$ cat src/hw/rtl/image_scale_by_two_assert.svh
// Assertion helpers for the scaler RTL.
`ifndef IMAGE_SCALE_BY_TWO_ASSERT_SVH
`define IMAGE_SCALE_BY_TWO_ASSERT_SVH

// Consequent must hold in the same cycle as the antecedent.
`define ISBT_ASSERT_SAME(lbl, clk, rst_n, ante, cons) \
  lbl: assert property (@(posedge clk) disable iff (!rst_n) (ante) |-> (cons)) \
    else $error("scaler assertion failed (same cycle)");

// Consequent must hold in the cycle after the antecedent.
`define ISBT_ASSERT_NEXT(lbl, clk, rst_n, ante, cons) \
  lbl: assert property (@(posedge clk) disable iff (!rst_n) (ante) |=> (cons)) \
    else $error("scaler assertion failed (next cycle)");

`endif

$ cat src/hw/rtl/isbt_pkg.sv
package isbt_pkg;

  localparam int MAX_WIDTH_DEF  = 1024;
  localparam int MAX_HEIGHT_DEF = 4096;

  localparam int PIX_W      = 8;
  localparam int ROW_W      = 13;
  localparam int COL_W      = 11;
  localparam int FW_W       = 11;
  localparam int FH_W       = 13;
  localparam int SUM_W      = 9;
  localparam int CFG_IDX_W  = 2;
  localparam int CFG_DATA_W = 13;
  localparam int BEAT_W     = 2;

  localparam logic [FW_W-1:0]   FW_RST    = FW_W'(1024);
  localparam logic [FH_W-1:0]   FH_RST    = FH_W'(1024);
  localparam logic [BEAT_W-1:0] BEAT_LAST = '1;

  typedef enum logic [CFG_IDX_W-1:0] {
    REG_MODE   = 2'd0,
    REG_WIDTH  = 2'd1,
    REG_HEIGHT = 2'd2
  } cfg_reg_t;

  typedef enum logic {
    MODE_UP   = 1'b0,
    MODE_DOWN = 1'b1
  } scale_mode_t;

  // One accepted pixel that gives results: base target position and data.
  typedef struct packed {
    logic             up;
    logic [ROW_W-1:0] row;
    logic [COL_W-1:0] col;
    logic [SUM_W-1:0] pair;
  } scale_item_t;

endpackage

$ cat src/hw/rtl/isbt_line_mem.sv
module isbt_line_mem #(
  parameter int DEPTH = isbt_pkg::MAX_WIDTH_DEF / 2,
  parameter int AW    = 9
) (
  input  logic                       clk,
  input  logic                       wr_en,
  input  logic [AW-1:0]              wr_addr,
  input  logic [isbt_pkg::SUM_W-1:0] wr_data,
  input  logic                       rd_en,
  input  logic [AW-1:0]              rd_addr,
  output logic [isbt_pkg::SUM_W-1:0] rd_data
);
  import isbt_pkg::*;

  logic [SUM_W-1:0] mem_r [DEPTH];
  logic [SUM_W-1:0] rd_data_r;

  always_ff @(posedge clk) begin
    if (wr_en) begin
      mem_r[wr_addr] <= wr_data;
    end
  end

  always_ff @(posedge clk) begin
    if (rd_en) begin
      rd_data_r <= mem_r[rd_addr];
    end
  end

  assign rd_data = rd_data_r;

endmodule

$ cat config.mk
export PLATFORM = sky130hd
export DESIGN_NAME = isbt_line_mem
export DESIGN_NICKNAME = d
export VERILOG_FILES = /design/src/hw/rtl/image_scale_by_two_assert.svh /design/src/hw/rtl/isbt_pkg.sv /design/src/hw/rtl/isbt_line_mem.sv
export SDC_FILE = /design/constraint.sdc
export NUM_CORES = 2
export LEC_CHECK = 0
export BUFFER_PORTS_ARGS = -buffer_cell sky130_fd_sc_hd__buf_2
export CORE_ASPECT_RATIO = 0.9
export CORE_MARGIN = 3
export CORE_UTILIZATION = 63
export CTS_CLUSTER_DIAMETER = 40
export DETAILED_ROUTE_END_ITERATION = 6
export MAX_ROUTING_LAYER = met4
export PLACE_DENSITY_LB_ADDON = 0.2
export SYNTH_ARGS = -nofsm -noshare
export SYNTH_HDL_FRONTEND = slang
export SYNTH_MEMORY_MAX_BITS = 65536
export SYNTH_SLANG_ARGS = --single-unit
export TNS_END_PERCENT = 20
$ cat constraint.sdc
create_clock -name clk -period 2.89 [get_ports clk]
set_input_delay 0.289 -clock clk [delete_from_list [all_inputs] [get_ports clk]]
set_output_delay 0.289 -clock clk [all_outputs]
set_load 0.05 [all_outputs]
Yosys cells after proc, flatten, opt, wreduce, memory -nomap -nowiden. Memories as Yosys holds them, arrays and structs flattened. A register that Yosys moved wholly into a read port is not among the register bits. Index checks and enable logic that the tools add are counted.

Muxes and demuxes: 2.

Operators with widths (number): two-way mux 1 bit (2).

Register bits: 0. Memory bits (writable): 4608. Input port bits: 30. Output and inout bits: 9. Memories: 1.

Memories: mem_r (words 512, bits a word 9, read ports 1, clocked after memory_dff 1, write ports 1, line isbt_line_mem.sv:15) `logic [SUM_W-1:0] mem_r [DEPTH];`.

Depth between registers and ports, before layout.
Depth in word-level cells: 2. Mapped depth: 13. Gate-level depth less buffers: 7.

Worst setup path after synthesis. Ideal clock, no wire load.

Path kind: input -> register. Start point: in rd_addr[0]. End point: reg rd_data_r[0] (netlist: rd_data[0]), read port of mem_r (data pin). Setup time: 0.257 ns. Arrival time: 2.208 ns. Required time: 2.633 ns. Path slack: 0.425 ns. Stages on the path: 9. Path buffers: 4. Cells stage by stage: buf_6 -> buf_12 -> buf_12 -> buf_4 -> mux4_2 -> mux4_2 -> o21ai_1 -> o21ai_1 -> and4bb_1.

RTL lines: start: declaration (line isbt_line_mem.sv:10) `input logic [AW-1:0] rd_addr,`; end: declaration (line isbt_line_mem.sv:16) `logic [SUM_W-1:0] rd_data_r;`.

==> impl_metrics.py <==
metrics = {
    "critical_path": {
        "crit_type": "reg2reg",
        "critPathTopFamily": "simple AND/OR/NAND/NOR gates",
        "cp_max_fo": 2,
        "path_cells": "mux2i_1 > o221ai_1 > o21ai_0 > buf_4 > nor3_1 > nand4_1 > buf_4 > nand4_1 > clkbuf_16 > and4bb_1",
        "critPathMaxStageDelay_ns": 0.59,
        "path_buf_inv": 3,
        "startpoint_type": "register",
        "rrSetupSlack_ns": -0.20,
        "cp_data_arrival_time_ns": 3.76,
        "cp.required_ns": 3.55,
        "slowest_stage": "nand4_1",
        "end_kind": "register",
    },
    "synth": {
        "ys.flop_type": "edfxtp_1",
        "syn_nets": 8918,
        "synthSimpleGateAreaFrac": 0.0233,
        "ys_top_cells_by_area": "edfxtp_1 (77%), mux4_2 (9.4%), mux2i_1 (4.9%), o221ai_1 (2.1%), nor2_1 (1.3%)",
        "yosys.area.top_type": "edfxtp_1",
        "ys_types": 50,
        "synth_mux_area_frac": 0.144,
        "synth_seq_cells": 4617,
        "syn_avg_cell_area_um2": 20.2,
        "synth_top_area_frac": 0.772,
        "synth_seq_area_share": 0.772,
        "synth_area_um2": 180000,
        "ys_async_sr_fraction": 0,
        "synthAdderAreaFrac": 0,
        "synth_top_family_by_area": "multiplexers",
        "synth_compound_area_frac": 0.0430,
        "synth_edf_count": 4617,
        "synth-xor-area-share": 0,
        "synth_warnings": 0,
        "synthesis.instances": 8888,
    },
    "die": {
        "die_area_um2": 292000,
        "initial_core_util": 0.635,
        "rows": 185,
        "io_pins": 39,
        "die_h_um": 513,
        "floorplan.core_area_um2": 283000,
        "die_x_um": 569,
    },
    "global_route": {
        "grt_start_max_net_pins": 135,
        "overflow": 0,
        "grt_pass1_vias": 98778,
        "busiest_layer": "met2",
        "grtUsageMet1": 0.480,
        "grt_usage": 0.345,
        "grt_pass1_wl_um": 704000,
        "grt_use_met2": 0.508,
        "grt.met3_usage": 0.0755,
        "antenna_found_initial": 20,
    },
    "route": {
        "vias": 99834,
        "routed_via_density": 6.89,
        "drt_iter0_drc": 15841,
        "finalWirelength_um": 488000,
        "routedWlPerCell_um": 33.7,
        "drt_pass1_iterations": 7,
        "drc": 2,
        "ant_nets": 0,
    },
    "sta": {
        "tightest_slew_ns": 1.19,
        "maxSlewHeadroom": 0.205,
        "finalCritPeriodShare": 1.07,
        "fin_ws_ns": -0.204,
        "period_needed_ns": 3.09,
        "hold_ws_ns": 0.118,
        "clock.fmax_ghz": 0.323,
        "maxSlewViolCount": 0,
        "tns_ns": -0.300,
        "setup_viol": 4,
        "hold_viol": 0,
        "rsz0062_at_grt": "yes",
        "finalClockSkew_ns": 0.0364,
    },
    "clock_tree": {
        "post-cts-setup-buffers": 0,
        "cts_tree": "yes",
        "clockBufferDepth": 4,
        "cts_buffers": 534,
        "ctsHtreeMaxLevel": 6,
        "clkSinkCount": 4617,
        "cts_root_buf": "clkbuf_16",
        "clkLatencyLatePin_ns": 0.94,
        "path_clk_slew_ns": 0.06,
    },
    "final_layout": {
        "syn2layout_area_growth_pct": 18.5,
        "layout.filler_cells": 14982,
        "final_cell_count_no_fill": 14496,
        "final_nets": 10354,
        "multi_input_area_um2": 38000,
        "final_layout_size_suffix_gt1_frac": 0.288,
        "seqCellArea_um2": 139000,
        "final_core_util": 0.752,
    },
    "pwr": {
        "ir_drop_v": 0.000659,
        "leakagePower_nw": 71.1,
        "powerDensity_nw_per_um2": 705,
    },
    "placed_design": {
        "io_buffer_count": 38,
        "dp_cells": 13518,
        "dp_slack_ns": -1.17,
        "globalplace.congestion": 0.939,
        "hpwl_um": 305000,
    },
    "run": {
        "cap_viol_max_count": 0,
    },
    "min_path": {
        "min_path_type": "in2reg",
    },
    "status": {
        "violations": "DRC, setup timing",
        "status": "finished with violations",
    },
}
==> flip-flops by register name (all words and copies together), names as in the netlist <==
| register | cells |
|---|---|
| mem_r | 4608 |
| rd_data | 9 |
==> metal layers <==
| layer | share of wire | routed length (um) |
|---|---|---|
| met5 | 0 | 0 |
| met3 | 0.12 | 59200 |
| met2 | 0.47 | 227000 |
| met4 | 0.049 | 23800 |
| met1 | 0.36 | 178000 |
==> power by group <==
| part | switching (mW) | internal (mW) | total [mW] |
|---|---|---|---|
| logic | 4.96 | 2.89 | 7.85 |
| registers | 0.0570 | 73.8 | 73.8 |
| clock network | 26.9 | 41.4 | 68.3 |
==> area by class of cell <==
cell class | instances | area share
sequential | 4617 | 0.651
clock buffer | 615 | 0.0664
multi-input combinational | 3705 | 0.178
clock inverter | 335 | 0.0178
antenna | 18 | 0.000212
inverter | 4 | 0.000112
timing repair buffer | 1462 | 0.0639
tap | 3740 | 0.0220
==> worst min-delay path, cell delays in order <==
cell	delay [ns]
buf_2	0.18
nand3_4	0.21
nor2_1	0.15
==> per-stage QoR <==
step	power [mW]	instance area, um^2
after floorplan	78.8	180000
after global placement	82.7	195000
after detailed placement	82.8	195000
after CTS	150	213000
after global routing	153	213000
final	150	213000
==> cells in the final DEF (no fill, tap or decap), types with 126 or more instances in the layout <==
| master | n |
|---|---|
| mux2i_1 | 878 |
| buf_4 | 1209 |
| nor2_1 | 598 |
| mux4_2 | 747 |
| o22ai_1 | 188 |
| a21oi_1 | 215 |
| edfxtp_1 | 4617 |
| buf_12 | 205 |
| clkbuf_16 | 557 |
| o21ai_0 | 126 |
| o221ai_1 | 422 |
==> what timing repair did <==
action,in CTS,in global routing
pin swaps,1,3
hold buffers,10,0
resized for setup,3,17
endpoints found under the hold margin,424,0
endpoints found under the setup margin,3,7
==> cell usage after synthesis (51+ instances only) <==
cell type,n
edfxtp_1,4617
mux2i_1,879
mux4_2,747
nor2_1,601
o221ai_1,425
clkbuf_1,243
a21oi_1,217
o22ai_1,192
o21ai_0,128
nand2_1,125
buf_4,85
buf_2,84
nand4_1,66
buf_1,63
buf_6,61
a22oi_1,51
==> final timing paths <==
check                                    from             to  cells past startpoint
worst max-delay path            mem_r[481][8]     rd_data[8]                     10
worst max register to register  mem_r[481][8]     rd_data[8]                     10
worst min register to register  mem_r[175][4]     rd_data[4]                      5
worst min-delay path               wr_addr[1]  mem_r[503][0]                      3
==> cell families after synthesis <==
group | after synthesis
compound gates | 1102
buf+inv | 566
flops | 4617
mux | 1643
simple gates | 960
(Power assumes the default switching activity.)
