===== config.mk =====
export PLATFORM = sky130hd
export DESIGN_NAME = isbt_front
export DESIGN_NICKNAME = d
export VERILOG_FILES = /design/src/hw/rtl/image_scale_by_two_assert.svh /design/src/hw/rtl/isbt_pkg.sv /design/src/hw/rtl/isbt_front.sv
export SDC_FILE = /design/constraint.sdc
export NUM_CORES = 1
export LEC_CHECK = 0
export BUFFER_PORTS_ARGS = -buffer_cell sky130_fd_sc_hd__buf_2
export CAP_MARGIN = 20
export CORE_MARGIN = 2
export CORE_UTILIZATION = 56
export CTS_BUF_LIST = sky130_fd_sc_hd__clkbuf_8
export CTS_CLUSTER_DIAMETER = 30
export DETAILED_ROUTE_END_ITERATION = 6
export PLACE_DENSITY = 0.93
export SLEW_MARGIN = 30
export SYNTH_ARGS = -nofsm -noshare
export SYNTH_HDL_FRONTEND = slang
export SYNTH_SLANG_ARGS = --single-unit

===== constraint.sdc =====
create_clock -name clk -period 3.3 [get_ports clk]
set_input_delay 0.165 -clock clk [delete_from_list [all_inputs] [get_ports clk]]
set_output_delay 0.165 -clock clk [all_outputs]
set_load 0.01 [all_outputs]

===== src/hw/rtl/image_scale_by_two_assert.svh =====
// Assertion helpers for the scaler RTL.
`ifndef IMAGE_SCALE_BY_TWO_ASSERT_SVH
`define IMAGE_SCALE_BY_TWO_ASSERT_SVH

// Consequent must hold in the same cycle as the antecedent.
`define ISBT_ASSERT_SAME(lbl, clk, rst_n, ante, cons) \
  lbl: assert property (@(posedge clk) disable iff (!rst_n) (ante) |-> (cons)) \
    else $error("scaler assertion failed (same cycle)");

// Consequent must hold in the cycle after the antecedent.
`define ISBT_ASSERT_NEXT(lbl, clk, rst_n, ante, cons) \
  lbl: assert property (@(posedge clk) disable iff (!rst_n) (ante) |=> (cons)) \
    else $error("scaler assertion failed (next cycle)");

`endif


===== src/hw/rtl/isbt_pkg.sv =====
package isbt_pkg;

  localparam int MAX_WIDTH_DEF  = 1024;
  localparam int MAX_HEIGHT_DEF = 4096;

  localparam int PIX_W      = 8;
  localparam int ROW_W      = 13;
  localparam int COL_W      = 11;
  localparam int FW_W       = 11;
  localparam int FH_W       = 13;
  localparam int SUM_W      = 9;
  localparam int CFG_IDX_W  = 2;
  localparam int CFG_DATA_W = 13;
  localparam int BEAT_W     = 2;

  localparam logic [FW_W-1:0]   FW_RST    = FW_W'(1024);
  localparam logic [FH_W-1:0]   FH_RST    = FH_W'(1024);
  localparam logic [BEAT_W-1:0] BEAT_LAST = '1;

  typedef enum logic [CFG_IDX_W-1:0] {
    REG_MODE   = 2'd0,
    REG_WIDTH  = 2'd1,
    REG_HEIGHT = 2'd2
  } cfg_reg_t;

  typedef enum logic {
    MODE_UP   = 1'b0,
    MODE_DOWN = 1'b1
  } scale_mode_t;

  // One accepted pixel that gives results: base target position and data.
  typedef struct packed {
    logic             up;
    logic [ROW_W-1:0] row;
    logic [COL_W-1:0] col;
    logic [SUM_W-1:0] pair;
  } scale_item_t;

endpackage


===== src/hw/rtl/isbt_front.sv =====
module isbt_front #(
  parameter int MAX_WIDTH  = isbt_pkg::MAX_WIDTH_DEF,
  parameter int MAX_HEIGHT = isbt_pkg::MAX_HEIGHT_DEF,
  localparam int CW  = ($clog2(MAX_WIDTH) > 2) ? $clog2(MAX_WIDTH) : 2,
  localparam int LAW = CW - 1
) (
  input  logic                            clk,
  input  logic                            rst_n,
  input  logic                            cfg_we,
  input  logic [isbt_pkg::CFG_IDX_W-1:0]  cfg_index,
  input  logic [isbt_pkg::CFG_DATA_W-1:0] cfg_data,
  input  logic                            in_fire,
  input  logic [isbt_pkg::PIX_W-1:0]      in_pixel,
  output logic                            item_load,
  output isbt_pkg::scale_item_t           item,
  output logic                            wr_en,
  output logic [LAW-1:0]                  wr_addr,
  output logic [isbt_pkg::SUM_W-1:0]      wr_data,
  output logic                            rd_en,
  output logic [LAW-1:0]                  rd_addr
);
  import isbt_pkg::*;

  localparam int RW  = ($clog2(MAX_HEIGHT) > 1) ? $clog2(MAX_HEIGHT) : 1;
  localparam int WCW = ($clog2(MAX_WIDTH + 1) > FW_W) ? $clog2(MAX_WIDTH + 1) : FW_W;
  localparam int RCW = ($clog2(MAX_HEIGHT + 1) > FH_W) ? $clog2(MAX_HEIGHT + 1) : FH_W;
  localparam logic [WCW-1:0] MAXW = WCW'(MAX_WIDTH);
  localparam logic [RCW-1:0] MAXH = RCW'(MAX_HEIGHT);

  scale_mode_t      mode_r, mode_nxt;
  logic [FW_W-1:0]  fw_r, fw_nxt;
  logic [FH_W-1:0]  fh_r, fh_nxt;
  logic [CW-1:0]    col_r, col_nxt;
  logic [RW-1:0]    row_r, row_nxt;
  logic [PIX_W-1:0] held_r, held_nxt;

  logic [WCW-1:0]   w_eff, col_inc;
  logic [RCW-1:0]   h_eff, row_inc;
  logic             is_up, odd_c, odd_r;
  logic [SUM_W-1:0] pair;

  // Register writes
  always_comb begin
    mode_nxt = mode_r;
    fw_nxt   = fw_r;
    fh_nxt   = fh_r;
    if (cfg_we) begin
      case (cfg_index)
        REG_MODE:   mode_nxt = scale_mode_t'(cfg_data[0]);
        REG_WIDTH:  fw_nxt   = cfg_data[FW_W-1:0];
        REG_HEIGHT: fh_nxt   = cfg_data[FH_W-1:0];
        default:    ;
      endcase
    end
  end

  // Clamp geometry
  always_comb begin
    w_eff = WCW'(fw_r);
    if (w_eff == '0) begin
      w_eff = WCW'(1);
    end else if (w_eff > MAXW) begin
      w_eff = MAXW;
    end
    h_eff = RCW'(fh_r);
    if (h_eff == '0) begin
      h_eff = RCW'(1);
    end else if (h_eff > MAXH) begin
      h_eff = MAXH;
    end
  end

  assign col_inc = WCW'(col_r) + WCW'(1);
  assign row_inc = RCW'(row_r) + RCW'(1);

  always_comb begin
    col_nxt  = col_r;
    row_nxt  = row_r;
    held_nxt = held_r;
    if (in_fire) begin
      if (col_inc >= w_eff) begin
        col_nxt = '0;
        row_nxt = (row_inc >= h_eff) ? '0 : RW'(row_inc);
      end else begin
        col_nxt = CW'(col_inc);
      end
      if (!is_up && !odd_c) begin
        held_nxt = in_pixel;
      end
    end
  end

  assign is_up = (mode_r == MODE_UP);
  assign odd_c = col_r[0];
  assign odd_r = row_r[0];
  assign pair  = {1'b0, held_r} + {1'b0, in_pixel};

  always_comb begin
    item.up   = is_up;
    item.row  = is_up ? ROW_W'({row_r, 1'b0}) : ROW_W'(row_r >> 1);
    item.col  = is_up ? COL_W'({col_r, 1'b0}) : COL_W'(col_r >> 1);
    item.pair = is_up ? {1'b0, in_pixel} : pair;
  end

  assign item_load = in_fire && (is_up || (odd_c && odd_r));
  assign wr_en     = in_fire && !is_up && odd_c && !odd_r;
  assign wr_addr   = col_r[CW-1:1];
  assign wr_data   = pair;
  assign rd_en     = in_fire && !is_up && odd_c && odd_r;
  assign rd_addr   = col_r[CW-1:1];

  always_ff @(posedge clk) begin
    if (!rst_n) begin
      mode_r <= MODE_UP;
      fw_r   <= FW_RST;
      fh_r   <= FH_RST;
      col_r  <= '0;
      row_r  <= '0;
      held_r <= '0;
    end else begin
      mode_r <= mode_nxt;
      fw_r   <= fw_nxt;
      fh_r   <= fh_nxt;
      col_r  <= col_nxt;
      row_r  <= row_nxt;
      held_r <= held_nxt;
    end
  end

endmodule


; ---- Word level (Yosys, flattened, before mapping)
; Cells that the tools add are included.
[classes]
bitwise_logic = 1
mux = 9
reduce_logical = 18
add_sub_neg = 3
magnitude_cmp = 4
n_eq_ne = 2
[op_table]
columns = op, n
row1 = 13-bit two-way mux, 3
row2 = 11-bit two-way mux, 3
row3 = 12-bit by 1-bit adder with 13-bit output (second input constant), 1
row4 = 13-bit >= comparator, 1
row5 = 13-bit > comparator (second input constant), 1
row6 = 13-bit logical NOT, 1
row7 = 12-bit two-way mux, 1
row8 = 10-bit by 1-bit adder with 11-bit output (second input constant), 1
row9 = 11-bit >= comparator, 1
row10 = 11-bit > comparator (second input constant), 1
row11 = 11-bit logical NOT, 1
row12 = 10-bit two-way mux, 1
row13 = 2-bit AND reduction, 5
row14 = 8-bit by 8-bit adder with 9-bit output, 1
row15 = 9-bit two-way mux, 1
row16 = 1-bit logical AND, 7
row17 = 2-bit by 1-bit equality test with 1-bit output (second input constant), 1
row18 = 2-bit equality test (second input constant), 1
row19 = 1-bit logical NOT, 2
row20 = 2-bit logical NOT, 1
row21 = 1-bit logical OR, 1
row22 = 1-bit NOT, 1
[word_totals]
regBits = 55
word_cells = 43
input_bits = 27
out_inout_bits = 64

; ---- Logic depth before layout (Yosys ltp)
[logic_depth]
ltp_word = 5
depth_mapped = 13
mapped_depth_nobuf = 13

; ---- Least setup slack after synthesis
; OpenSTA, ideal clock, no wires.
[synth_path]
path_type = flip-flop to flip-flop
startpoint = reg row_r[0]
endpoint = reg row_r[4]
setup_ns = 0.059
path_buffers = 0
t_required_ns = 3.241
path_stages_with_launch = 14
path_slack_ns = 0.456
t_arrival_ns = 2.785
period_less_slack_ns = 2.844
cell_sequence = dfxtp_1 ha_1 nand2_1 nor2_1 nand3_1 nor2_1 xor2_1 ha_1 nand3_1 a21boi_0 a2111oi_4 nand2_2 nor2_4 a221o_1
[synth_between]
elab_chain_len = 3
[synth_rtl]
columns = item, line_no
row1 = from (decl), isbt_front.sv:34  ; logic [RW-1:0] row_r, row_nxt;
row2 = from (signal assigned), isbt_front.sv:125  ; row_r <= row_nxt;
row3 = 12-bit by 1-bit adder with 13-bit output (*), isbt_front.sv:74  ; assign row_inc = RCW'(row_r) + RCW'(1);
row4 = 13-bit >= comparator, isbt_front.sv:83  ; row_nxt = (row_inc >= h_eff) ? '0 : RW'(row_inc);
row5 = 12-bit two-way mux (*), isbt_front.sv:83
; Mark *: on every way between the ends. The rest lies on a longest branch, timed or not.
; A chain may end at the register's enable or synchronous reset.

; ---- Final worst setup path
[layout_path]
startpoint = reg row_r[0]
endpoint = reg row_r[8]
; The elaborated chain is that of the path after synthesis.

==> summary.md <==
| Metric | Value |
|---|---|
| Power Density | 297 nW/um^2 |
| Worst Setup EP | row_r[8] |
| Vias/cell | 5.70 |
| H-tree lvl count | 2 |
| Status | complete, no violations |
| Yosys warns | 0 |
| Initial Util | 57.3% |
| Crit path capture type | flip-flop |
| CP Launch Point | row_r[0] |
| Pre-Repair DR Iteration Count | 4 |
| Via Count | 3525 |
| # clock sinks | 55 |
| DR WL/cell | 14.6 um |
| R2R Setup Slk | 150 ps |
| Root Buffer | clkbuf_8 |
| Vias in the first global route | 3275 |
| Setup-failing EPs final | 0 |
| Least-Margin Pin Slew | 728 ps |
| I/O pins | 91 |
| Clock buffer count from CTS | 5 |
| GR Overflow Total | 0 |
| Synth Register Bits | 55 |
| CTS tree | done |
| Maximum vdd drop | 0.211 mV |
| Worst-path cell chain | ha_1 -> nand2_1 -> nor2_2 -> nand3_2 -> xnor2_1 -> ha_1 -> a21oi_1 -> o21ai_0 -> a2111oi_4 -> nand2_4 -> nor2_4 -> a22o_1 |
| Synth-to-layout area growth | 12.4% |
| N_diodes | 0 |
| Post-placement setup slack | between 6 and 7 ps |
| Final HPWL DP | roughly 6800 um |
| Clk buf depth | 2 |
| Reg2reg end | row_r[8] |
| Sequential fraction of the synthesis area | 28.5% |
| Avg Inst Size Synth | ~8.2 um^2 |
| Worst path most repeated cell | ha_1 |
| Cts hold-fix bufs | 0 |
| Clock latency on the worst-skew pair | 320 ps |
| Worst reg2reg path depth | 12 |
| Final wirelength | 9030 um |
| Maximum fanout along the worst path | 9 |
| Finished Layout Cells | 618 |
| # rows | 30 |
| IO buf count | 90 |
| Worst path max stage delay | 520 ps |
| Hold Path Class | primary input to flip-flop |
| Post-synthesis net count | 535 |
| Final RePlAce weighted congestion | ~0.92 |
| Largest area contributor in the netlist | dfxtp_1 |
| Launching point of the worst reg2reg path | row_r[0] |
| Slowest CP cell | a2111oi_4 |
| Chip Height | 87.1 um |
| Post-Synthesis Cells | 473 |
| Type of origin of the critical path | flip-flop |
| Tcrit/Tclk final | 95.6% |
| Total chip power | 1.29 mW |
| # DRC | 0 |
| WP data arrival | approximately 3400 ps |
| Post-Synthesis Cell Area | just under 4000 um^2 |
| GRT Total Usage | about a quarter |
| Setup Crit Path Kind | flip-flop to flip-flop |
| Layout cells sized above 1 | 26.4% |
| Clk slew on worst S/H paths | 110 ps |
| Final Hold Violating Endpoints | 0 |
| Worst Hold Slack | about 68 ps |
| Synth top area share | between 20% and 30% |
| Yosys cell types | 45 |
| Final Max Slew Viols | 0 |
| Detailed Route Iter0 Violations | 140 |
| Max-cap viol count | 0 |
| Fillers | 561 |
| Initial antenna violation count | 0 |
| Die Width | 87.1 um |
| Fmax achieved | between 300 and 400 MHz |
| Relative slew slack | 51.3% |
| Final net count | 599 |
| Leak pwr | 2.21 nW |
| Die Footprint | ~7600 um^2 |
| DRT antenna net count | 0 |
| First-pass GRT wire length | between 10000 and 15000 um |
| Top cells by area, synth | dfxtp_1 28%, ha_1 11%, nand2_1 7.2% |
| Min Tclk post-route | 3150 ps |
| Clk_skew | 15.3 ps |
| Placed insts | 608 |
| Total Neg Setup Slack | 0 ps |
| Largest net degree at the start of global routing | 34 |
| Core ar. | 6760 um^2 |
| Fin worst setup slack | roughly 150 ps |
| Critical Path RT | 3560 ps |
==> metrics by stage <==
stage / util [%] / cell area (um^2)
global route: 64.4 / 4350
finish: 64.4 / 4350
CTS: 64.1 / 4330
floorplan: - / 3870
detailed placement: 62.4 / 4220
global placement: 62.4 / 4220
==> flip-flops by register name (all words and copies together) (netlist names) <==
| register | cells |
|---|---|
| fw_r | 11 |
| col_r | 10 |
| held_r | 8 |
| mode_r | 1 |
| fh_r | 13 |
| row_r | 12 |
==> area by class of cell <==
cell class	count	area (um^2)	share of cell area, %
sequential	55	1100	25.4
clock inverter	3	26.3	0.604
tap	80	100	2.30
multi-input combinational	367	2510	57.7
clock buffer	5	68.8	1.58
timing repair buffer	96	495	11.4
inverter	12	45.0	1.04
==> what timing repair did <==
item	4_1_cts	5_1_grt
setup endpoints to repair	10	11
endpoints found under the hold margin	0	0
cloned	1	0
buffers inserted	0	1
gates resized for setup	3	4
pin swaps	1	1
==> cells in the final DEF (no fill, tap or decap), types with 2 or more instances in the layout <==
cell	count
xor2_1	20
ha_1	34
and3_1	10
nor2_2	2
nand2b_1	2
dfxtp_2	2
nor3_1	4
buf_4	6
inv_1	11
a21oi_1	29
a22o_1	9
a31oi_1	2
nor2_4	2
nor4_1	4
a21boi_0	3
nand2_1	74
and3_4	2
buf_2	90
clkbuf_8	5
and2_1	2
a211oi_1	2
o21ai_0	17
a21o_1	2
mux2_2	24
nand4_1	3
xnor2_1	10
dfxtp_1	53
nand3_1	15
nor2b_1	5
or3_1	2
nor2_1	50
mux2i_1	19
inv_6	2
o211ai_1	2
nand3b_1	2
o21a_1	3
==> where the power goes <==
part | total [mW] | internal, mW | switching, mW
sequential | 0.696 | 0.678 | 0.0175
clock | 0.400 | 0.157 | 0.244
combinational | 0.196 | 0.0842 | 0.112
total | 1.29 | 0.919 | 0.373
==> cells in the mapped netlist <==
cell and count:
clkbuf_1 15, mux2_2 24, o31a_1 1, a211oi_1 2
a221o_1 1, nand4_1 3, nor2_4 1, o211ai_1 2
dfxtp_1 55, and3_4 2, mux2i_1 19, fa_1 1
buf_6 1, and4_1 1, nand2b_1 2, nor2b_1 5
nor3b_1 1, nand3b_1 2, and3_1 10, or2_2 1
and2_1 2, nand2_1 74, buf_1 2, ha_1 34
xnor2_1 10, nor3_1 4, a21boi_0 3, buf_4 22
nand3_1 16, o21ai_1 1, inv_1 12, nand3_4 1
a2111oi_4 1, nand2_2 1, o21a_1 3, a21o_1 2
and2b_1 1, a22o_1 9, a21oi_1 29, xor2_1 20
nor2_1 52, or3_1 2, o21ai_0 17, a31oi_1 2
nor4_1 4
==> critical path, delay by kind of cell, from the launching register on <==
family	cells	cell delay, ps
adder cells (fa/ha/maj)	2	600
AO/OA/AOI/OAI	4	1000
AND/OR/NAND/NOR	5	860
XOR/XNOR	1	180
flip-flops	1	420
==> worst min-delay path by stage <==
stage	startpoint	end	slack (ps)	cells after the start
4_1_cts	rst_n	fw_r[10]	60	2
2_1_floorplan	rst_n	fw_r[10]	230	1
5_1_grt	cfg_data[12]	fh_r[12]	80	3
3_3_place_gp	rst_n	fw_r[10]	390	2
6_report	rst_n	fw_r[10]	70	2
3_5_place_dp	rst_n	fw_r[10]	400	2
==> layer usage <==
layer | vias up | wire length [um] | track usage [%] | share of wire, %
met5 | - | 0 | 0 | 0
met4 | 0 | 227 | 9.79 | 2.5
met3 | 23 | 691 | 5.02 | 7.7
met2 | 139 | 4040 | 39.1 | 45
met1 | 1615 | 4060 | 32.1 | 45
li1 | 1748 | - | - | -
==> cell families after synthesis <==
kind of cell / after synthesis / synth area share, %
adder cells (fa/ha/maj): 35 / 11.5
flip-flops: 55 / 28.5
buffers and inverters: 52 / 7.37
XOR/XNOR: 30 / 6.79
AND/OR/NAND/NOR: 185 / 22.0
AO/OA/AOI/OAI: 73 / 12.0
multiplexers: 43 / 11.9
(Power assumes the default switching activity.)
