$ cat src/hw/rtl/image_scale_by_two_assert.svh
// Assertion helpers for the scaler RTL.
`ifndef IMAGE_SCALE_BY_TWO_ASSERT_SVH
`define IMAGE_SCALE_BY_TWO_ASSERT_SVH

// Consequent must hold in the same cycle as the antecedent.
`define ISBT_ASSERT_SAME(lbl, clk, rst_n, ante, cons) \
  lbl: assert property (@(posedge clk) disable iff (!rst_n) (ante) |-> (cons)) \
    else $error("scaler assertion failed (same cycle)");

// Consequent must hold in the cycle after the antecedent.
`define ISBT_ASSERT_NEXT(lbl, clk, rst_n, ante, cons) \
  lbl: assert property (@(posedge clk) disable iff (!rst_n) (ante) |=> (cons)) \
    else $error("scaler assertion failed (next cycle)");

`endif

$ cat src/hw/rtl/isbt_pkg.sv
package isbt_pkg;

  localparam int MAX_WIDTH_DEF  = 1024;
  localparam int MAX_HEIGHT_DEF = 4096;

  localparam int PIX_W      = 8;
  localparam int ROW_W      = 13;
  localparam int COL_W      = 11;
  localparam int FW_W       = 11;
  localparam int FH_W       = 13;
  localparam int SUM_W      = 9;
  localparam int CFG_IDX_W  = 2;
  localparam int CFG_DATA_W = 13;
  localparam int BEAT_W     = 2;

  localparam logic [FW_W-1:0]   FW_RST    = FW_W'(1024);
  localparam logic [FH_W-1:0]   FH_RST    = FH_W'(1024);
  localparam logic [BEAT_W-1:0] BEAT_LAST = '1;

  typedef enum logic [CFG_IDX_W-1:0] {
    REG_MODE   = 2'd0,
    REG_WIDTH  = 2'd1,
    REG_HEIGHT = 2'd2
  } cfg_reg_t;

  typedef enum logic {
    MODE_UP   = 1'b0,
    MODE_DOWN = 1'b1
  } scale_mode_t;

  // One accepted pixel that gives results: base target position and data.
  typedef struct packed {
    logic             up;
    logic [ROW_W-1:0] row;
    logic [COL_W-1:0] col;
    logic [SUM_W-1:0] pair;
  } scale_item_t;

endpackage

$ cat src/hw/rtl/isbt_emit.sv
`include "image_scale_by_two_assert.svh"

module isbt_emit (
  input  logic                       clk,
  input  logic                       rst_n,
  input  logic                       item_load,
  input  isbt_pkg::scale_item_t      item,
  input  logic [isbt_pkg::SUM_W-1:0] rd_data,
  output logic                       in_ready,
  output logic                       out_valid,
  input  logic                       out_ready,
  output logic [isbt_pkg::ROW_W-1:0] out_row,
  output logic [isbt_pkg::COL_W-1:0] out_col,
  output logic [isbt_pkg::PIX_W-1:0] out_value,
  output logic                       out_last_of_item
);
  import isbt_pkg::*;

  scale_item_t       s1_item_r, s1_item_nxt;
  logic              s1_valid_r, s1_valid_nxt;
  logic [BEAT_W-1:0] beat_r, beat_nxt;

  logic              out_valid_r, out_valid_nxt;
  logic [ROW_W-1:0]  out_row_r, out_row_nxt;
  logic [COL_W-1:0]  out_col_r, out_col_nxt;
  logic [PIX_W-1:0]  out_value_r, out_value_nxt;
  logic              out_last_r, out_last_nxt;

  logic              last_beat, advance, s1_done;
  logic [SUM_W:0]    box_sum;

  assign last_beat = !s1_item_r.up || (beat_r == BEAT_LAST);
  assign advance   = s1_valid_r && (!out_valid_r || out_ready);
  assign s1_done   = advance && last_beat;
  assign in_ready  = !s1_valid_r || s1_done;
  assign box_sum   = {1'b0, rd_data} + {1'b0, s1_item_r.pair};

  always_comb begin
    s1_item_nxt  = s1_item_r;
    s1_valid_nxt = s1_valid_r;
    beat_nxt     = beat_r;
    if (item_load) begin
      s1_item_nxt  = item;
      s1_valid_nxt = 1'b1;
      beat_nxt     = '0;
    end else if (s1_done) begin
      s1_valid_nxt = 1'b0;
      beat_nxt     = '0;
    end else if (advance) begin
      beat_nxt = beat_r + BEAT_W'(1);
    end
  end

  // Output register: one beat per transfer
  always_comb begin
    out_valid_nxt = out_valid_r && !out_ready;
    out_row_nxt   = out_row_r;
    out_col_nxt   = out_col_r;
    out_value_nxt = out_value_r;
    out_last_nxt  = out_last_r;
    if (advance) begin
      out_valid_nxt = 1'b1;
      out_last_nxt  = last_beat;
      if (s1_item_r.up) begin
        out_row_nxt   = s1_item_r.row | ROW_W'(beat_r[1]);
        out_col_nxt   = s1_item_r.col | COL_W'(beat_r[0]);
        out_value_nxt = s1_item_r.pair[PIX_W-1:0];
      end else begin
        out_row_nxt   = s1_item_r.row;
        out_col_nxt   = s1_item_r.col;
        out_value_nxt = box_sum[SUM_W:2];
      end
    end
  end

  always_ff @(posedge clk) begin
    if (!rst_n) begin
      s1_valid_r  <= 1'b0;
      beat_r      <= '0;
      out_valid_r <= 1'b0;
    end else begin
      s1_valid_r  <= s1_valid_nxt;
      beat_r      <= beat_nxt;
      out_valid_r <= out_valid_nxt;
    end
  end

  always_ff @(posedge clk) begin
    s1_item_r   <= s1_item_nxt;
    out_row_r   <= out_row_nxt;
    out_col_r   <= out_col_nxt;
    out_value_r <= out_value_nxt;
    out_last_r  <= out_last_nxt;
  end

  assign out_valid        = out_valid_r;
  assign out_row          = out_row_r;
  assign out_col          = out_col_r;
  assign out_value        = out_value_r;
  assign out_last_of_item = out_last_r;

  `ISBT_ASSERT_SAME(a_down_single_beat, clk, rst_n, s1_valid_r && !s1_item_r.up, beat_r == '0)
  `ISBT_ASSERT_SAME(a_no_overwrite, clk, rst_n, item_load, !s1_valid_r || s1_done)
  `ISBT_ASSERT_NEXT(a_last_reaches_out, clk, rst_n, s1_done, out_valid_r && out_last_r)

endmodule

$ cat config.mk
export PLATFORM = sky130hd
export DESIGN_NAME = isbt_emit
export DESIGN_NICKNAME = d
export VERILOG_FILES = /design/src/hw/rtl/isbt_pkg.sv /design/src/hw/rtl/isbt_emit.sv
export VERILOG_INCLUDE_DIRS = /design/src /design/src/hw/rtl
export SDC_FILE = /design/constraint.sdc
export NUM_CORES = 1
export LEC_CHECK = 0
export BUFFER_PORTS_ARGS = -buffer_cell sky130_fd_sc_hd__buf_4
export CAP_MARGIN = 40
export CORE_MARGIN = 3
export CORE_UTILIZATION = 49
export DETAILED_ROUTE_END_ITERATION = 12
export PLACE_DENSITY_LB_ADDON = 0.05
export SYNTH_ARGS = -nofsm -noshare
export SYNTH_HDL_FRONTEND = slang
export SYNTH_SLANG_ARGS = --single-unit
$ cat constraint.sdc
create_clock -name clk -period 5.65 [get_ports clk]
set_input_delay 0.2825 -clock clk [delete_from_list [all_inputs] [get_ports clk]]
set_output_delay 0.2825 -clock clk [all_outputs]
set_load 0.02 [all_outputs]
; Yosys cells after proc, flatten, opt, wreduce, memory -nomap -nowiden
; Cells that the tools add are included.
[classes]
n_addsub = 2
n_eq_ne = 1
mux = 6
n_bitwise = 3
reduce_logical = 12
[ops]
columns = op, count
row1 = 13-bit two-way mux, 1
row2 = 13-bit by 1-bit bitwise OR with 13-bit output, 1
row3 = 11-bit two-way mux, 1
row4 = 11-bit by 1-bit bitwise OR with 11-bit output, 1
row5 = 9-bit by 9-bit adder with 10-bit output, 1
row6 = 8-bit two-way mux, 1
row7 = 1-bit zero test, 4
row8 = 1-bit logical AND, 3
row9 = 1-bit logical OR, 3
row10 = 1-bit two-way mux, 3
row11 = 3-bit OR reduction, 1
row12 = "2-bit by 1-bit adder with 2-bit output, second input constant", 1
row13 = "2-bit equality test, second input constant", 1
row14 = 2-bit nonzero test, 1
row15 = 1-bit NOT, 1
[totals]
reg_bits = 71
input_bits = 47
output_inout_bits = 35
wordCells = 35

; Depth between registers and ports, before layout
; Gate-level depths: netlist (run 1).
[logic_depth]
ltp_word = 6
depth_mapped = 6
ltp_nobuf = 5

; Least setup slack after synthesis (run 1)
; OpenSTA, ideal clock, no wires.
[synth_timing]
path_kind = register -> register
start = register s1_item_r[1] (netlist name)
end = register out_value_r[6] (netlist: out_value[6]), data pin
setup_time_ns = 0.255
arrival_time_ns = 1.657
t_required_ns = 5.395
slack_ns = 3.738
path_stages_with_launch = 6
path_buffers = 0
period_less_slack_ns = 1.912
path_cell_list = edfxtp_1 -> ha_1 -> or3_1 -> o221a_4 -> a2111oi_4 -> and3b_1
[synth_via]
elab_chain_cells = 2
[synth_lines]
columns = element, line
row1 = start: declaration, isbt_emit.sv:19  ; scale_item_t s1_item_r, s1_item_nxt;
row2 = start signal: assignment, isbt_emit.sv:89  ; s1_item_r <= s1_item_nxt;
row3 = 9-bit by 9-bit adder with 10-bit output, isbt_emit.sv:36  ; assign box_sum = {1'b0, rd_data} + {1'b0, s1_item_r.pair};
row4 = 8-bit two-way mux, isbt_emit.sv:64  ; if (s1_item_r.up) begin
row5 = end signal: assignment, isbt_emit.sv:92  ; out_value_r <= out_value_nxt;
row6 = end: declaration, isbt_emit.sv:26  ; logic [PIX_W-1:0] out_value_r, out_value_nxt;
; Every way passes these cells.
; A chain may end at the register's enable or synchronous reset.

; Worst setup path in the final report (run 1)
[layout_timing]
start = register s1_item_r[33] (netlist name)
end = output in_ready
[layout_via]
elab_chain_cells = 4
[layout_lines]
columns = element, line
row1 = 1-bit zero test, isbt_emit.sv:32  ; assign last_beat = !s1_item_r.up || (beat_r == BEAT_LAST);
row2 = 1-bit logical OR, isbt_emit.sv:32
row3 = 1-bit logical AND, isbt_emit.sv:34  ; assign s1_done = advance && last_beat;
row4 = 1-bit logical OR, isbt_emit.sv:35  ; assign in_ready = !s1_valid_r || s1_done;
row5 = end: declaration, isbt_emit.sv:9  ; output logic in_ready,
; Every way passes these cells.

==> results of run 1 <==
-- power breakdown --
part           switching [uW]  internal (uW)
Combinational            81.7           72.5
Sequential               16.2            624
Clock                     179            245
Total                     277            941
-- layout make-up --
| class | instances | area, um2 |
|---|---|---|
| repair buffers | 82 | 616 |
| clock inverters | 6 | 86.3 |
| flip-flops and latches | 71 | 2090 |
| fillers | 367 | 1600 |
| multi-input cells | 75 | 546 |
| clock buffers | 9 | 124 |
| well taps | 70 | 87.6 |
| inverters | 5 | 18.8 |
-- registers in the layout, summed over array words and instances, names as in the netlist --
name,cells
beat_r,2
out_value,8
out_col,11
out_row,13
s1_valid_r,1
s1_item_r,34
out_last_of_item,1
out_valid,1
-- kinds of logic after synthesis --
| logic type | share of synthesized area (%) |
|---|---|
| AO/OA/AOI/OAI | 9.80 |
| XOR/XNOR | 0.656 |
| adder cells (fa/ha/maj) | 4.22 |
| buffers and inverters | 1.17 |
| flip-flops | 78.4 |
| AND/OR/NAND/NOR | 5.77 |
-- cell usage in the layout, fill, tap and decap left out, drive strengths merged, types with 3 or more instances in the layout --
master  Yosys  final
ha          9      9
a21oi      10     10
edfxtp     67     67
dfxtp       4      4
clkinv      0      3
o21ai       6      6
nand4       3      3
clkbuf      2      9
buf         1     82
nand2      13     13
a21o        5      5
or3         3      3
inv         5      5
-- cell usage after synthesis (2+ instances only) --
cell       n
o31ai_1    2
or3_1      3
o21ai_0    2
inv_1      3
nand4_1    3
nor3_1     2
inv_2      2
edfxtp_1  67
o21a_1     2
clkbuf_1   2
nand2_1   13
a21oi_1   10
nor2_1     2
xnor2_1    2
ha_1       9
o21ai_1    4
dfxtp_1    4
a21o_1     5
-- per-layer routing --
layer | up-vias | wire length (um) | GRT usage, %
met1 | 789 | 1870 | 18.5
met2 | 73 | 2690 | 27.7
li1 | 785 | - | -
met4 | 0 | 116 | 12.0
met5 | - | 0 | 0
met3 | 12 | 384 | 5.98
-- stage by stage --
step,total power (uW),worst slack (ns)
finish,1220,3.48
global route,1270,3.32
global placement,798,3.68
CTS,1230,3.46
detailed placement,806,3.64
floorplan,731,3.74
-- worst reg2reg max path: stages (launching register included) --
cell       delay [ns]
edfxtp_1         0.41
ha_1             0.25
or3_1            0.40
o221a_4          0.26
a2111oi_4        0.28
and3b_1          0.20
-- worst max-delay path by stage --
stage | from | endpoint | slack (ns) | depth (start not counted)
2_1_floorplan | s1_item_r[1] | out_value[6] | 3.74 | 5
3_3_place_gp | rd_data[1] | out_value[6] | 3.68 | 6
3_5_place_dp | s1_item_r[1] | out_value[6] | 3.64 | 5
4_1_cts | s1_item_r[33] | in_ready | 3.46 | 4
5_1_grt | s1_item_r[33] | in_ready | 3.32 | 4
6_report | s1_item_r[33] | in_ready | 3.48 | 4
==> reports/metrics.cfg, run 1 <==
[synthesis]
synthCells=154
ys_ff_latch=71
synth_area_mm2=0.00267
synth_edf_count=67
synth_fp_nets=210
synth_area_leaders=edfxtp_1, ha_1, dfxtp_1, a21oi_1, nand2_1
yosysTopAreaCell=edfxtp_1
netlist.area_leader.share_pct=75.4
seq_area_frac_synth_pct=78.4
async_reset_ff_share_pct=0
synthFlopType=edfxtp_1
syn_area_per_cell_um2=17.3
yosysUniqueCellTypes=35
ys_warn_count=0

[placement]
place_area_mm2=0.00336
port_buffers=81
hpwl_um=3640
post-place-cells=303
gp_routability_congestion=0.898

[routing]
routed-via-count=1659
ant_nets=0
dr.pass1.iters=5
routedWlPerCell_um=15.9
drt_wl_total_um=5060
viasPerCell=5.22
first_iter_violations=108
drc=0

[worst_setup_path]
crit_path_end_kind=output port
timing.rr.end=out_value[6]
worstSetupStartpointType=flop
crit_buf_inv=2
timing.rr.start=s1_item_r[1]
path_delay_family=flip-flops
crit_chain=inv_2 -> nor2_1 -> o21ai_1 -> buf_4
rr_worst_depth=5
crit_arrival_ns=1.88
slowest_delay_ns=0.84
required_ns=5.37
path_class=flop to output port
rrSetupSlack_ns=3.61
slowest_stage=edfxtp_1
path_max_fanout=19

[clock_network]
clk_latency_ns=0.33
clk_pin_slew_worst_paths_ns=0.07
clock_path_buffers=2
cts_tree=done
post-cts-setup-buffer-count=0
cts-hold-fix-buffers=0
cts_inserted_buffers=9
ctsHtreeMaxLevel=3
clockRootBuffer=clkbuf_8
cts_resized=0
tritoncts_num_sinks=71

[power]
leakagePower_uw=0.00144
p_per_area_mw_per_mm2=341
worst_ir_drop_vdd_mv=0.220

[job]
drv_cap=0

[timing]
finalSetupViolations=0
finalClockSkew_ns=0.00634
drv_slew=0
slew_headroom_pct=49.8
finalHoldViolCount=0
fin_hold_ws_ns=0.122
finalSetupTns_ns=0
fmaxAchievable_mhz=462
tightest_slew_ns=0.753
rsz0062_at_grt=no
fin_crit_sh_pct=38.3
period_needed_ns=2.17

[outcome]
outcome=completed

[floorplan]
die_x_um=79.8
start_util_pct=51.6
core_mm2=0.00517
die_area_mm2=0.00637
ioPinCount=82
rows=26
die_h_um=79.8

[hold_path]
hold_path_end=s1_item_r[18]
worstHoldStart=item[18]
worstHoldPathType=input pin to flop
whs_path_depth=1

[global_routing]
track_usage_pct=17.0
grt_pass1_vias=1729
grt_pass1_wl_um=7890
grt_start_max_net_pins=36
antenna_found_initial=0
grt_overflow_total=0

[final_layout]
antenna_cells=0
final_core_util_pct=69.0
final_cells=318
final_cell_area_mm2=0.00357
syn_to_final_growth_pct=33.8
final_layout_size_suffix_gt1_share_pct=41.1
fin_nets=300

(Power assumes the default switching activity.)
==> inputs of run 2 (changes only) <==
--- a/config.mk
+++ b/config.mk
@@ -6,6 +6,7 @@
 export SDC_FILE = /design/constraint.sdc
 export NUM_CORES = 1
 export LEC_CHECK = 0
+export ABC_AREA = 1
 export BUFFER_PORTS_ARGS = -buffer_cell sky130_fd_sc_hd__buf_4
 export CAP_MARGIN = 40
 export CORE_MARGIN = 3
==> constraint.sdc (replaced) <==
create_clock -name clk -period 2.2 [get_ports clk]
set_input_delay 0.11 -clock clk [delete_from_list [all_inputs] [get_ports clk]]
set_output_delay 0.11 -clock clk [all_outputs]
set_load 0.02 [all_outputs]
==> run 2 against run 1 <==
Hold slack got worse by 0.083 ns. Critical path type unchanged. Critical path depth increased by 1. Register-to-register slack lost 3.1 ns. Via count rose by 6.9%.
==> reports/metrics.cfg, run 2 <==
[outcome]
outcome=completed

[routing]
routed-via-count=1774  ; +6.9%
ant_nets=0  ; unchanged
routedWlPerCell_um=13.6  ; -14%
drt_wl_total_um=5230  ; +3.3%
drc=0  ; unchanged
dr.pass1.iters=4  ; -1
viasPerCell=4.62  ; -11%
first_iter_violations=85  ; -21%

[synthesis]
syn_area_per_cell_um2=14.7  ; -15%
synthFlopType=edfxtp_1
yosysUniqueCellTypes=22  ; -37%
yosysTopAreaCell=edfxtp_1
synth_fp_nets=239  ; +14%
seq_area_frac_synth_pct=77.9  ; -0.47 points
netlist.area_leader.share_pct=74.9  ; -0.46 points
ys_ff_latch=71  ; unchanged
synth_area_leaders=edfxtp_1, nand2_1, ha_1, dfxtp_1, inv_1
synthCells=183  ; +19%
yosysMostFrequentCell=edfxtp_1
async_reset_ff_share_pct=0  ; unchanged
synth_edf_count=67  ; unchanged
synth_commonest_cells=edfxtp_1, nand2_1, inv_1
synth_area_mm2=0.00269  ; +0.61%
ys_warn_count=0  ; unchanged

[floorplan]
die_area_mm2=0.00640  ; +0.56%
die_x_um=80.0  ; +0.28%
die_h_um=80.0  ; +0.28%
core_mm2=0.00520  ; +0.63%
start_util_pct=51.6  ; about the same
rows=26  ; unchanged
ioPinCount=82  ; unchanged

[timing]
drv_slew=0  ; unchanged
finalSetupViolations=0  ; unchanged
slew_headroom_pct=61.2  ; +11 points
finalSetupTns_ns=0  ; unchanged
period_needed_ns=1.85
fin_hold_ws_ns=0.0388  ; -0.0833 ns
fin_crit_sh_pct=83.9
setup_ws_ns=0.354  ; -3.13 ns
finalClockSkew_ns=0.0103  ; +0.00395 ns
finalHoldViolCount=0  ; unchanged
tightest_slew_ns=0.581  ; -0.172 ns
fmaxAchievable_mhz=542
rsz0062_at_grt=no

[worst_setup_path]
cpMostUsedCell=nand2_2
crit_path_end_kind=output port
required_ns=2.09  ; -3.28 ns
rrSetupSlack_ns=0.52  ; -3.09 ns
path_max_fanout=11  ; -8
timing.rr.end=out_value[2]
timing.rr.start=s1_item_r[3]
slowest_stage=edfxtp_1
crit_chain=inv_2 -> or2_4 -> nand2_2 -> nand2_2 -> buf_4
rr_worst_depth=6  ; +1
slowest_delay_ns=0.62  ; -0.22 ns
crit_arrival_ns=1.74  ; -0.14 ns
worstSetupStartpointType=flop
path_class=flop to output port

[global_routing]
grt_start_max_net_pins=36  ; unchanged
grt_pass1_vias=1760  ; +1.8%
grt_overflow_total=0  ; unchanged
grt_pass1_wl_um=8280  ; +4.9%
track_usage_pct=18.1  ; +1.1 points
antenna_found_initial=0  ; unchanged

[placement]
place_area_mm2=0.00340  ; +1.1%
pre_cts_slack_ns=0.558  ; -3.08 ns
gp_routability_congestion=0.793  ; -12%
hpwl_um=3140  ; -14%
port_buffers=81  ; unchanged

[job]
drv_cap=0  ; unchanged

[clock_network]
clock_path_buffers=2  ; unchanged
ctsHtreeMaxLevel=3  ; unchanged
post-cts-setup-buffer-count=0  ; unchanged
clockRootBuffer=clkbuf_8
clk_pin_slew_worst_paths_ns=0.08  ; about the same
tritoncts_num_sinks=71  ; unchanged
cts-hold-fix-buffers=34  ; +34
clk_latency_ns=0.34  ; about the same
cts_tree=done
cts_inserted_buffers=9  ; unchanged
cts_resized=0  ; unchanged

[final_layout]
largest_register_ffs=34  ; unchanged
fin_nets=365  ; +22%
final_cell_mix=buf_4, edfxtp_1, nand2_1
antenna_cells=0  ; unchanged
layout_commonest_cell=buf_4
syn_to_final_growth_pct=47.3
top_register=s1_item_r
final_cell_area_mm2=0.00396  ; +11%
fillCellCount=349  ; -4.9%
final_layout_size_suffix_gt1_share_pct=34.1  ; -7.1 points

[power]
p_total_uw=3210  ; +160%
leakagePower_uw=0.00168  ; +17%
worst_ir_drop_vdd_mv=0.585  ; +170%
p_per_area_mw_per_mm2=811  ; +140%

[hold_path]
worstHoldPathType=input pin to flop
worstHoldStart=rst_n
whs_path_depth=3  ; +2
hold_path_end=s1_valid_r

-- run 2: cell families (layout without fill, tap and decap cells) --
family / after synthesis / count (layout) / share of synthesized area, %
AO/OA/AOI/OAI: 14 / 14 / 3.59
XOR/XNOR: 2 / 2 / 0.652
adder cells (fa/ha/maj): 9 / 9 / 4.19
buffers and inverters: 19 / 150 / 2.70
flip-flops: 71 / 71 / 77.9
AND/OR/NAND/NOR: 68 / 68 / 11.0
-- run 2: cell type report --
type / instances / area [um2] / share of cell area (%)
clock buffer: 10 / 128 / 3.23
clock inverter: 6 / 92.6 / 2.34
inverter: 18 / 67.6 / 1.71
multi-input combinational: 93 / 520 / 13.2
sequential: 71 / 2090 / 52.9
tap: 70 / 87.6 / 2.21
timing repair buffer: 116 / 968 / 24.5
-- run 2: metal layers --
layer  global-route usage, %  up-vias  part of all wire [%]
met5                       0        -                     0
met4                    9.12        0                   1.8
met3                    6.43       11                   6.9
met2                    29.4       61                    50
met1                    21.2      802                    41
li1                        -      900                     -
-- run 2: power breakdown --
group | switching, uW | leakage [uW] | internal, uW
sequential | 35.4 | 0.000678 | 1600
combinational | 229 | 0.000899 | 215
clock | 486 | 0.000103 | 644
total | 750 | 0.00168 | 2460
-- run 2: worst max-delay path by stage --
| stage | from | to | slack [ns] | depth (start not counted) |
|---|---|---|---|---|
| floorplan | out_valid | s1_valid_r | 0.46 | 6 |
| global placement | s1_item_r[3] | out_value[2] | 0.57 | 6 |
| detailed placement | s1_item_r[3] | out_value[2] | 0.56 | 6 |
| CTS | s1_item_r[33] | in_ready | 0.32 | 5 |
| global route | s1_item_r[33] | in_ready | 0.22 | 5 |
| finish | s1_item_r[33] | in_ready | 0.35 | 5 |
-- run 2: critical path, delay by kind of cell, from the launching register on --
family	cells	cell delay [ns]
DFF	1	0.62
buffers and inverters	2	0.35
and+or+nand+nor	3	0.42
-- run 2: stage by stage --
stage / util, % / std cells
2_1_floorplan: - / 183
3_3_place_gp: 65.2 / 334
3_5_place_dp: 65.2 / 334
4_1_cts: 76.0 / 384
5_1_grt: 76.0 / 384
6_report: 76.0 / 384
==> inputs of run 3 (changes only) <==
--- a/config.mk
+++ b/config.mk
@@ -10,7 +10,7 @@
 export BUFFER_PORTS_ARGS = -buffer_cell sky130_fd_sc_hd__buf_4
 export CAP_MARGIN = 40
 export CORE_MARGIN = 3
-export CORE_UTILIZATION = 49
+export CORE_UTILIZATION = 45
 export DETAILED_ROUTE_END_ITERATION = 12
 export PLACE_DENSITY_LB_ADDON = 0.05
 export SYNTH_ARGS = -nofsm -noshare
==> constraint.sdc (replaced) <==
create_clock -name clk -period 1.5 [get_ports clk]
set_input_delay 0.075 -clock clk [delete_from_list [all_inputs] [get_ports clk]]
set_output_delay 0.075 -clock clk [all_outputs]
set_load 0.02 [all_outputs]
==> run 3 against run 2 <==
The run now ends with setup timing left. Count of clock-buffer cells in the layout shrank 1. Non-clock buffer count is 24 higher. Combinational power grew 87%. Largest power group unchanged. Largest cell class unchanged. Core utilization is 0.66 points higher.
==> reports/metrics.cfg, run 3 (synthesis gave the netlist of run 2 again) <==
[routing]
drc=0  ; unchanged
routed-via-count=1926  ; +8.6%
first_iter_violations=56  ; -34%
viasPerCell=4.70  ; +1.7%
ant_nets=0  ; unchanged
routedWlPerCell_um=14.1  ; +3.7%
drt_wl_total_um=5790  ; +11%
dr.pass1.iters=4  ; unchanged

[hold_path]
whs_path_depth=1  ; -2
worstHoldPathType=input pin to flop
worstHoldStart=item_load
hold_path_end=s1_item_r[17]

[timing]
drv_slew=0  ; unchanged
finalClockSkew_ns=0.00500  ; -0.00528 ns
slew_headroom_pct=69.0  ; +7.8 points
finalSetupTns_ns=-0.233  ; -0.233 ns
rsz0062_at_grt=yes
period_needed_ns=1.57
setup_ws_ns=-0.0681  ; -0.422 ns
fin_crit_sh_pct=105
fmaxAchievable_mhz=638
finalHoldViolCount=0  ; unchanged
tightest_slew_ns=0.465  ; -0.116 ns
finalSetupViolations=5  ; +5

[final_layout]
fin_nets=389  ; +6.6%
final_cells=410  ; +6.8%
antenna_cells=0  ; unchanged
final_core_util_pct=76.7  ; +0.66 points
final_layout_size_suffix_gt1_share_pct=47.0  ; +13 points
ff_latch_area_mm2=0.00210  ; +0.30%
syn_to_final_growth_pct=61.1
largest_register_ffs=34  ; unchanged
multi_input_area_um2=697  ; +34%
fillCellCount=382  ; +9.5%
top_register=s1_item_r
layout_commonest_cell=buf_4
final_cell_mix=buf_4, edfxtp_1, dlygate4sd3_1

[global_routing]
track_usage_pct=17.4  ; -0.68 points
grt_overflow_total=0  ; unchanged
use_met1_pct=18.2  ; -2.9 points
use_met2_pct=29.3  ; -0.087 points
antenna_found_initial=0  ; unchanged
grt-busiest-layer=met2
grt_pass1_vias=1938  ; +10%
grt_start_max_net_pins=36  ; unchanged
grt_use_met3_pct=7.74  ; +1.3 points
grt_pass1_wl_um=9200  ; +11%

[worst_setup_path]
crit_chain=ha_4 -> buf_6 -> nand2_2 -> nor2_2 -> nand2_2 -> nand2_2 -> nand2_2 -> nand3_2 -> nand2_1
path_max_fanout=4  ; -7
required_ns=1.62  ; -0.47 ns
crit_arrival_ns=1.68  ; -0.06 ns
slowest_stage=edfxtp_1
worstSetupStartpointType=flop
crit_buf_inv=1  ; -1
timing.rr.end=out_value[5]
cpMostUsedCell=nand2_2
path_delay_family=simple AND/OR/NAND/NOR gates
path_class=flop to flop
crit_path_end_kind=flop
timing.rr.start=s1_item_r[3]
slowest_delay_ns=0.43  ; -0.19 ns
rr_worst_depth=9  ; +3
rrSetupSlack_ns=-0.07  ; -0.59 ns

[placement]
port_buffers=81  ; unchanged
gp_routability_congestion=0.822  ; +3.7%
hpwl_um=3430  ; +9.1%
post-place-cells=347  ; +3.9%

[job]
drv_cap=0  ; unchanged

[floorplan]
core_mm2=0.00564  ; +8.4%
ioPinCount=82  ; unchanged
die_area_mm2=0.00693  ; +8.2%
die_x_um=83.2  ; +4.0%
die_h_um=83.2  ; +4.0%
rows=27  ; +3.8%
start_util_pct=47.6  ; -4.0 points

[clock_network]
clockRootBuffer=clkbuf_8
cts_inserted_buffers=9  ; unchanged
clk_latency_ns=0.35  ; about the same
ctsHtreeMaxLevel=3  ; unchanged
clk_pin_slew_worst_paths_ns=0.08  ; about the same
cts_tree=done
clock_path_buffers=2  ; unchanged
tritoncts_num_sinks=71  ; unchanged

[power]
p_per_area_mw_per_mm2=1110  ; +37%
worst_ir_drop_vdd_mv=0.938  ; +60%
leakagePower_uw=0.00182  ; +8.3%

[outcome]
violations=setup timing
outcome=complete, but fails checks

run 3: cell types whose count changed in the layout (fill, tap and decap cells not counted), moves of 3 or more:
cell / delta
a21oi_1: -3
buf_4: +19
dfxtp_1: -3
dlygate4sd3_1: +3
ha_1: -7
ha_4: +7
nand2_1: -11
nand2_2: +7
nand2_4: +4
nand3_1: -4
nand3_2: +4
run 3: cell type report:
class,count,share of cell area [%]
multi-input cells,93,16.1
repair buffers,140,26.9
clock inverters,7,1.88
clock buffers,9,2.86
well taps,72,2.08
inverters,18,1.65
flip-flops and latches,71,48.5
run 3: power breakdown:
group / leakage [uW] / switching, uW / internal, uW
logic: 0.00103 / 398 / 437
clock network: 0.000106 / 777 / 790
registers: 0.000679 / 56.4 / 2350
total: 0.00182 / 1230 / 3570
run 3: layer usage:
| metal | routed length (um) | vias up |
|---|---|---|
| met3 | 479 | 22 |
| met2 | 2970 | 76 |
| li1 | - | 945 |
| met5 | 0 | - |
| met4 | 212 | 0 |
| met1 | 2120 | 883 |
run 3: through the flow:
stage | hold WS, ns | cell area (um2) | power, uW | worst slack [ns]
floorplan | 0.174 | 2700 | 2750 | -0.0232
global placement | 0.253 | 3500 | 3060 | -0.0816
detailed placement | 0.254 | 3500 | 3070 | -0.104
CTS | 0.192 | 4220 | 4780 | -0.0383
global route | 0.206 | 4330 | 5020 | -0.156
finish | 0.202 | 4330 | 4800 | -0.0681
run 3: worst max path at each step:
| stage | to | depth (start not counted) | start |
|---|---|---|---|
| 2_1_floorplan | s1_valid_r | 6 | out_valid |
| 3_3_place_gp | out_value[2] | 6 | s1_item_r[3] |
| 3_5_place_dp | out_value[2] | 8 | s1_item_r[1] |
| 4_1_cts | out_value[2] | 6 | s1_item_r[3] |
| 5_1_grt | out_value[5] | 9 | s1_item_r[3] |
| 6_report | out_value[5] | 9 | s1_item_r[3] |
run 3: repair_timing:
| action | CTS | global route |
|---|---|---|
| setup buffers | 5 | 5 |
| hold buffers | 37 | 0 |
| endpoints found under the setup margin | 8 | 8 |
| hold endpoints to repair | 38 | 0 |
| pin swaps | 3 | 14 |
| gates resized for setup | 18 | 15 |
